<file path="config.mk">
export PLATFORM = sky130hd
export DESIGN_NAME = moisture_watering_sequencer_unit
export DESIGN_NICKNAME = d
export VERILOG_FILES = /design/src/mws_pkg.sv /design/src/mws_cfg.sv /design/src/mws_seq.sv /design/src/moisture_watering_sequencer_unit.sv
export SDC_FILE = /design/constraint.sdc
export NUM_CORES = 1
export LEC_CHECK = 0
export ABC_CLOCK_PERIOD_IN_PS = 6200
export BUFFER_PORTS_ARGS = -buffer_cell sky130_fd_sc_hd__buf_4
export CAP_MARGIN = 20
export CORE_MARGIN = 2
export CORE_UTILIZATION = 45
export CTS_CLUSTER_DIAMETER = 150
export DETAILED_ROUTE_END_ITERATION = 8
export REMOVE_ABC_BUFFERS = 1
export SLEW_MARGIN = 20
export SYNTH_ARGS = -nofsm -noshare
export SYNTH_HDL_FRONTEND = slang
export SYNTH_HIERARCHICAL = 1
export SYNTH_SLANG_ARGS = --single-unit
</file>
<file path="constraint.sdc">
create_clock -name clk -period 6.2 [get_ports clk]
set_clock_uncertainty 0.05 [all_clocks]
set_input_delay 1.55 -clock clk [delete_from_list [all_inputs] [get_ports clk]]
set_output_delay 1.55 -clock clk [all_outputs]
set_load 0.01 [all_outputs]
</file>
<file path="src/mws_pkg.sv">
// Shared types, codes and constants of the moisture watering sequencer.
package mws_pkg;

  // Field widths
  localparam int MOISTURE_BITS = 12;
  localparam int TICK_BITS     = 16;
  localparam int CFG_DATA_BITS = 16;
  localparam int CFG_IDX_BITS  = 2;

  // Sequencing constants
  localparam int FAIL_LIMIT_DEF = 5;
  localparam int RISE_MARGIN    = 40;

  // Register reset values
  localparam logic [MOISTURE_BITS-1:0] TARGET_RST = MOISTURE_BITS'(2048);
  localparam logic [TICK_BITS-1:0]     IDLE_RST   = TICK_BITS'(1000);
  localparam logic [TICK_BITS-1:0]     WATER_RST  = TICK_BITS'(100);

  // Register indexes
  localparam logic [CFG_IDX_BITS-1:0] CFG_TARGET = 2'd0;
  localparam logic [CFG_IDX_BITS-1:0] CFG_IDLE   = 2'd1;
  localparam logic [CFG_IDX_BITS-1:0] CFG_WATER  = 2'd2;

  // Phase codes
  localparam logic [1:0] PH_IDLE  = 2'd0;
  localparam logic [1:0] PH_CHECK = 2'd1;
  localparam logic [1:0] PH_WATER = 2'd2;
  localparam logic [1:0] PH_SENSE = 2'd3;

  // Valve command codes
  localparam logic [1:0] VALVE_NONE  = 2'd0;
  localparam logic [1:0] VALVE_OPEN  = 2'd1;
  localparam logic [1:0] VALVE_CLOSE = 2'd2;

  // Event kinds
  localparam logic EV_OTHER = 1'b0;
  localparam logic EV_READY = 1'b1;

  typedef struct packed {
    logic                     event_valid;
    logic                     event_kind;
    logic [MOISTURE_BITS-1:0] moisture;
  } tick_t;

  typedef struct packed {
    logic       sense_request;
    logic [1:0] valve_command;
    logic       error_alarm;
    logic [1:0] phase;
  } result_t;

  typedef struct packed {
    logic [MOISTURE_BITS-1:0] moisture_target;
    logic [TICK_BITS-1:0]     idle_interval;
    logic [TICK_BITS-1:0]     watering_interval;
  } cfg_t;

endpackage

</file>
<file path="src/mws_cfg.sv">
// Configuration register file of the moisture watering sequencer.
module mws_cfg (
  input  logic                               clk,
  input  logic                               rst,
  input  logic                               cfg_valid,
  output logic                               cfg_ready,
  input  logic [mws_pkg::CFG_IDX_BITS-1:0]   cfg_index,
  input  logic [mws_pkg::CFG_DATA_BITS-1:0]  cfg_data,
  output mws_pkg::cfg_t                      cfg
);

  logic wr;

  // Registers take a write in any cycle
  assign cfg_ready = 1'b1;
  assign wr        = cfg_valid && cfg_ready;

  // Write the addressed register; unknown indexes are dropped
  always_ff @(posedge clk) begin
    if (rst) begin
      cfg.moisture_target   <= mws_pkg::TARGET_RST;
      cfg.idle_interval     <= mws_pkg::IDLE_RST;
      cfg.watering_interval <= mws_pkg::WATER_RST;
    end else if (wr) begin
      if (cfg_index == mws_pkg::CFG_TARGET) begin
        cfg.moisture_target <= cfg_data[mws_pkg::MOISTURE_BITS-1:0];
      end
      if (cfg_index == mws_pkg::CFG_IDLE) begin
        cfg.idle_interval <= cfg_data[mws_pkg::TICK_BITS-1:0];
      end
      if (cfg_index == mws_pkg::CFG_WATER) begin
        cfg.watering_interval <= cfg_data[mws_pkg::TICK_BITS-1:0];
      end
    end
  end

endmodule

</file>
<file path="src/mws_seq.sv">
// Phase sequencer: state registers and the per-tick next-state and result logic.
module mws_seq #(
  parameter int FAIL_LIMIT = mws_pkg::FAIL_LIMIT_DEF
) (
  input  logic             clk,
  input  logic             rst,
  input  logic             step,
  input  mws_pkg::tick_t   tick,
  input  mws_pkg::cfg_t    cfg,
  output mws_pkg::result_t res
);

  localparam int MW     = mws_pkg::MOISTURE_BITS;
  localparam int TW     = mws_pkg::TICK_BITS;
  localparam int FAIL_W = $clog2(FAIL_LIMIT + 1);
  localparam logic [FAIL_W-1:0] FAIL_MAX = FAIL_W'(FAIL_LIMIT);
  localparam logic [MW:0]       MARGIN   = (MW + 1)'(mws_pkg::RISE_MARGIN);

  logic [1:0]        phase_reg, phase_next;
  logic [TW-1:0]     tick_left, tick_left_next;
  logic [MW-1:0]     last_moisture, last_moisture_next;
  logic [FAIL_W-1:0] fail_count, fail_count_next;
  logic              ready_pending, ready_pending_next;

  logic          rp;
  logic          dry;
  logic          rose;
  logic [1:0]    take_phase;
  logic [TW-1:0] take_ticks;
  logic [1:0]    take_valve;

  // Decode a ready reading against the target and the previous reading
  always_comb begin
    rp   = tick.event_valid ? (tick.event_kind == mws_pkg::EV_READY) : ready_pending;
    dry  = ({1'b0, tick.moisture} + MARGIN) < {1'b0, cfg.moisture_target};
    rose = {1'b0, tick.moisture} > ({1'b0, last_moisture} + MARGIN);
    if (dry) begin
      take_phase = mws_pkg::PH_WATER;
      take_ticks = cfg.watering_interval;
      take_valve = mws_pkg::VALVE_OPEN;
    end else begin
      take_phase = mws_pkg::PH_IDLE;
      take_ticks = cfg.idle_interval;
      take_valve = mws_pkg::VALVE_NONE;
    end
  end

  // Advance the phase for one tick
  always_comb begin
    phase_next         = phase_reg;
    tick_left_next     = tick_left;
    last_moisture_next = last_moisture;
    fail_count_next    = fail_count;
    ready_pending_next = rp;
    res.sense_request  = 1'b0;
    res.valve_command  = mws_pkg::VALVE_NONE;
    res.error_alarm    = 1'b0;
    unique case (phase_reg)
      mws_pkg::PH_IDLE, mws_pkg::PH_WATER: begin
        // Count down; drop any event seen meanwhile
        ready_pending_next = 1'b0;
        if (tick_left != '0) begin
          tick_left_next = tick_left - TW'(1);
        end else begin
          res.sense_request = 1'b1;
          if (phase_reg == mws_pkg::PH_WATER) begin
            res.valve_command = mws_pkg::VALVE_CLOSE;
            phase_next        = mws_pkg::PH_SENSE;
          end else begin
            phase_next = mws_pkg::PH_CHECK;
          end
        end
      end
      mws_pkg::PH_CHECK, mws_pkg::PH_SENSE: begin
        if (rp) begin
          phase_next         = take_phase;
          tick_left_next     = take_ticks;
          res.valve_command  = take_valve;
          last_moisture_next = tick.moisture;
          ready_pending_next = 1'b0;
          // Track consecutive failed waterings after the sense phase only
          if (phase_reg == mws_pkg::PH_SENSE) begin
            if (rose) begin
              fail_count_next = '0;
            end else if (fail_count < FAIL_MAX) begin
              fail_count_next = fail_count + FAIL_W'(1);
              res.error_alarm = (fail_count_next == FAIL_MAX);
            end
          end
        end
      end
      default: begin
        phase_next = phase_reg;
      end
    endcase
    res.phase = phase_next;
  end

  // Hold state between ticks
  always_ff @(posedge clk) begin
    if (rst) begin
      phase_reg     <= mws_pkg::PH_IDLE;
      tick_left     <= '0;
      last_moisture <= '0;
      fail_count    <= '0;
      ready_pending <= 1'b0;
    end else if (step) begin
      phase_reg     <= phase_next;
      tick_left     <= tick_left_next;
      last_moisture <= last_moisture_next;
      fail_count    <= fail_count_next;
      ready_pending <= ready_pending_next;
    end
  end

  a_alarm_from_sense: assert property (@(posedge clk) disable iff (rst)
    (step && res.error_alarm) |-> (phase_reg == mws_pkg::PH_SENSE))
    else $error("alarm raised outside the sense phase");

  a_close_at_end: assert property (@(posedge clk) disable iff (rst)
    (step && res.valve_command == mws_pkg::VALVE_CLOSE) |->
      (phase_reg == mws_pkg::PH_WATER && tick_left == '0))
    else $error("valve closed before the watering countdown expired");

  a_phase_follows: assert property (@(posedge clk) disable iff (rst)
    step |=> (phase_reg == $past(res.phase)))
    else $error("reported phase does not match the stored phase");

  a_fail_bound: assert property (@(posedge clk) disable iff (rst)
    fail_count <= FAIL_MAX)
    else $error("failure count passed its limit");

  a_pending_cleared: assert property (@(posedge clk) disable iff (rst)
    (step && (phase_reg == mws_pkg::PH_IDLE || phase_reg == mws_pkg::PH_WATER))
      |=> !ready_pending)
    else $error("event kept pending across a countdown tick");

endmodule

</file>
<file path="src/moisture_watering_sequencer_unit.sv">
// Top level of the moisture watering sequencer: tick register, sequencer, result register.
//
// Usage:
//   tick channel   (tick_valid / tick_stall / tick): one beat per time tick, carrying an
//                  optional event (ready reading or other) and a moisture sample.
//   result channel (result_valid / result_stall / result): exactly one beat per tick,
//                  with the sense request, valve command, alarm and the new phase.
//   cfg channel    (cfg_valid / cfg_ready / cfg_index / cfg_data): 0 target moisture,
//                  1 idle interval, 2 watering interval; cfg_ready is always high.
//                  Write only while no tick is in flight.
// Path: a taken tick passes the tick register, then the result register. Throughput:
//   one tick per cycle while the result register is free or draining; the phase update
//   is one level of compare and count logic between the two registers.
// Reset (rst, synchronous): phase idle with a zero countdown, so the first tick
//   requests a reading; registers return to 2048 / 1000 / 100.
// Stall: while result_stall holds a full result register, the tick register takes a beat
//   only if it is empty; tick_stall is high while it holds one, until the result beat leaves.
module moisture_watering_sequencer_unit #(
  parameter int FAIL_LIMIT = mws_pkg::FAIL_LIMIT_DEF
) (
  input  logic                               clk,
  input  logic                               rst,
  input  logic                               tick_valid,
  output logic                               tick_stall,
  input  mws_pkg::tick_t                     tick,
  output logic                               result_valid,
  input  logic                               result_stall,
  output mws_pkg::result_t                   result,
  input  logic                               cfg_valid,
  output logic                               cfg_ready,
  input  logic [mws_pkg::CFG_IDX_BITS-1:0]   cfg_index,
  input  logic [mws_pkg::CFG_DATA_BITS-1:0]  cfg_data
);

  mws_pkg::cfg_t    cfg;
  mws_pkg::tick_t   tick_q;
  mws_pkg::result_t res;
  logic             tick_q_valid;
  logic             advance;
  logic             step;

  // Move forward whenever the result register is free or being drained
  assign advance    = !result_valid || !result_stall;
  assign tick_stall = tick_q_valid && !advance;
  assign step       = tick_q_valid && advance;

  mws_cfg u_cfg (
    .clk       (clk),
    .rst       (rst),
    .cfg_valid (cfg_valid),
    .cfg_ready (cfg_ready),
    .cfg_index (cfg_index),
    .cfg_data  (cfg_data),
    .cfg       (cfg)
  );

  mws_seq #(
    .FAIL_LIMIT (FAIL_LIMIT)
  ) u_seq (
    .clk  (clk),
    .rst  (rst),
    .step (step),
    .tick (tick_q),
    .cfg  (cfg),
    .res  (res)
  );

  // Capture the incoming tick beat
  always_ff @(posedge clk) begin
    if (rst) begin
      tick_q_valid <= 1'b0;
    end else if (!tick_stall) begin
      tick_q_valid <= tick_valid;
    end
  end

  always_ff @(posedge clk) begin
    if (!tick_stall && tick_valid) begin
      tick_q <= tick;
    end
  end

  // Register the result beat
  always_ff @(posedge clk) begin
    if (rst) begin
      result_valid <= 1'b0;
    end else if (advance) begin
      result_valid <= tick_q_valid;
    end
  end

  always_ff @(posedge clk) begin
    if (step) begin
      result <= res;
    end
  end

endmodule
</file>
==> impl_results.md <==
* Status: finished clean
* Vias at 4042
* Min Tclk post-route at 3.54 ns
* Share of layout cells above drive strength 1 at 14.2%
* Synth-to-Final Area Change at 12.9%
* Final WL at 11.7 mm
* Hold WC Path Type: reg2reg
* Initial drt markers at 239
* First-pass detailed-route iteration total at 4
* Reg2reg start: tick_q[5]$_DFFE_PP_
* Worst slew pin tran at 0.990 ns
* Hpwl dp at 8.13 mm
* Initial antenna violation count at 0
* Resized cells post-CTS at 0
* Die width at 113 um
* Dpl cells at 727
* Asr flop ratio synth at 0%
* Vias in the first global route at 4095
* TNS Setup at 0 ns
* CP endpoint kind: output pin
* Crit Reg-Reg Endpoint: u_seq/tick_left[15]$_SDFFE_PP0P_
* Final setup fails at 0
* Post-route ant nets at 0
* Slew margin rel. at 33.8%
* Fillers at 1087
* Nets at 660
* RSZ-0062 raised after global routing: false
* H-tree levels at 3
* Clock Path Buffers at 2
* Max reg flops at 44
* Vias per inst at 5.44
* Number of flops mapped to enable cells by yosys at 20
* Ys flop type: dfxtp_1
* Clk slew on worst S/H paths at 0.07 ns
* Worst hold slack at 0.413 ns
* Num rows at 39
* CTS tree: done
* Synth top area share at 29.8%
* Final Slew Violations at 0
* Clk sinks at 99
* Worst Path Arrival at 1.94 ns
* Crit-path max FO at 3
* Synth area leaders: dfxtp_1 (30%), edfxtp_1 (11%), mux2i_1 (11%), ha_1 (6.6%), nand2b_1 (6.4%)
* TritonCTS buffer count at 9
* FF-to-FF path depth at 11
* IO Port Bufs at 44
* Post-CTS Setup Inserts at 0
* Worst vdd ir at 0.198 mV
* Global-route wire length before repair at 20.0 mm
* Synth Cell Area at 0.00531 mm2
* Overall global routing resource usage at 19.7%
* Setup crit end: tick_stall
* Period utilisation layout at 57.1%
* Most flop-heavy register: u_cfg/cfg
* Largest net degree at the start of global routing at 99
* Count of state elements after synthesis at 99
* Seq/Total Area, Yosys at 41.1%
* Mapped Avg Cell Area at 9.44 um2
* Ports at 46
* Worst Setup SP: result_stall
* GP Congestion at 0.806
* Lkg Pwr at 0.00243 uW
* Placeable Area at 0.0115 mm2
* Worst Hold Launch: u_seq/last_moisture[1]$_SDFFE_PP0P_
* Leading cell type in the layout, fill and taps excluded: dfxtp_1
* R2R Setup Slk at 2.98 ns
* Commonest cells after routing, fill and taps aside: dfxtp_1 (79), mux2i_1 (56), nand2b_1 (54), buf_4 (50), nand2_1 (50)
* Post-synth top area cell: dfxtp_1
* DR WL/cell at 15.8 um
* Top Registers: u_cfg/cfg x44, u_seq/tick_left x16, tick_q x14
* Die Y at 113 um
* Crit Path Class: in2out
* Final Non-Filler Cells at 743
* Hold_buf cts at 0
* Clock Latency Late Sink at 0.35 ns
* Max Freq at 283 MHz
* Yosys cell types at 68
* Post-synthesis cell count at 562
* Total grt overflow at 0
* # DRC at 0
* PD cells at 294 mW/mm2
* CTS Root Buffer Type: clkbuf_16
* YS warnings at 6
* DIE AREA at 0.0127 mm2
* Antenna Cells at 0
* Critical path launch point type: input port
* Starting Density at 46.3%
* Final hold violation count at 0
* Max-Cap Viols at 0
* Worst EP required at 4.60 ns
[report_power, final]
group,internal [uW],switching [uW]
sequential,712,54.6
clock,266,241
combinational,220,268
total,1200,565
[synthesized netlist by cell type (3+ instances only)]
cell type,instances
a211oi_1,5
a21o_1,4
a21oi_1,34
a31oi_1,6
a41o_1,4
and3_1,5
buf_2,8
buf_4,3
clkbuf_1,14
dfxtp_1,79
edfxtp_1,20
ha_1,28
inv_1,24
mux2i_1,56
nand2_1,50
nand2b_1,54
nand3_1,12
nand3b_1,4
nand4_1,4
nor2_1,36
nor2b_1,3
nor3_1,7
nor3b_1,4
o2111ai_1,3
o21a_1,4
o21ai_0,13
o21ai_1,9
o21bai_1,3
or4_4,3
xnor2_1,5
xor2_1,9
[cells by family (layout without fill, tap and decap cells)]
family                     count (synthesis)  in the layout  share of synthesized area, %
other                                      1              1                        0.0707
adders and majority gates                 28             28                          6.60
muxes                                     57             57                          10.8
and+or+nand+nor                          203            203                          21.0
buffers and inverters                     52             90                          4.36
xor gates and xnor gates                  14             14                          2.31
DFF                                       99             99                          41.1
AOI/OAI and AO/OA                        108            108                          13.7
[metrics by stage]
step           worst slack [ns]  power, uW  utilization (%)  cell area (um2)
3_5_place_dp               2.56       1260             50.0             5730
3_3_place_gp               2.63       1250             50.0             5730
6_report                   2.66       1760             52.2             5990
5_1_grt                    2.63       1870             52.2             5990
2_1_floorplan              2.45       1130                -             5160
4_1_cts                    2.66       1780             52.2             5990
[worst max-delay path, stage by stage]
cell     delay [ns]
buf_4          0.12
nand3_2        0.08
inv_1          0.05
buf_4          0.13
[layer usage]
layer	track usage, %	part of all wire, %	wire length (um)	vias to the layer above
li1	-	-	-	2054
met1	26.3	49	5700	1909
met2	31.4	46	5380	69
met3	5.78	4.4	514	10
met4	5.45	0.92	108	0
met5	0	0	0	-
[layout make-up]
class                      count  area [um2]  share of cell area [%]
clock buffer                   9         225                    3.76
clock inverter                 7        35.0                   0.585
inverter                      24        90.1                    1.50
multi-input combinational    411        2900                    48.5
sequential                    99        2180                    36.4
tap                          143         179                    2.99
timing repair buffer          50         375                    6.27
[worst min-delay path by stage]
stage,end,depth (start not counted)
after floorplan,u_seq/last_moisture[1]$_SDFFE_PP0P_,2
after global placement,u_seq/last_moisture[2]$_SDFFE_PP0P_,2
after detailed placement,u_seq/last_moisture[1]$_SDFFE_PP0P_,2
after CTS,u_seq/last_moisture[1]$_SDFFE_PP0P_,2
after global routing,u_seq/last_moisture[1]$_SDFFE_PP0P_,2
final,u_seq/last_moisture[1]$_SDFFE_PP0P_,2
(Power assumes the default switching activity.)
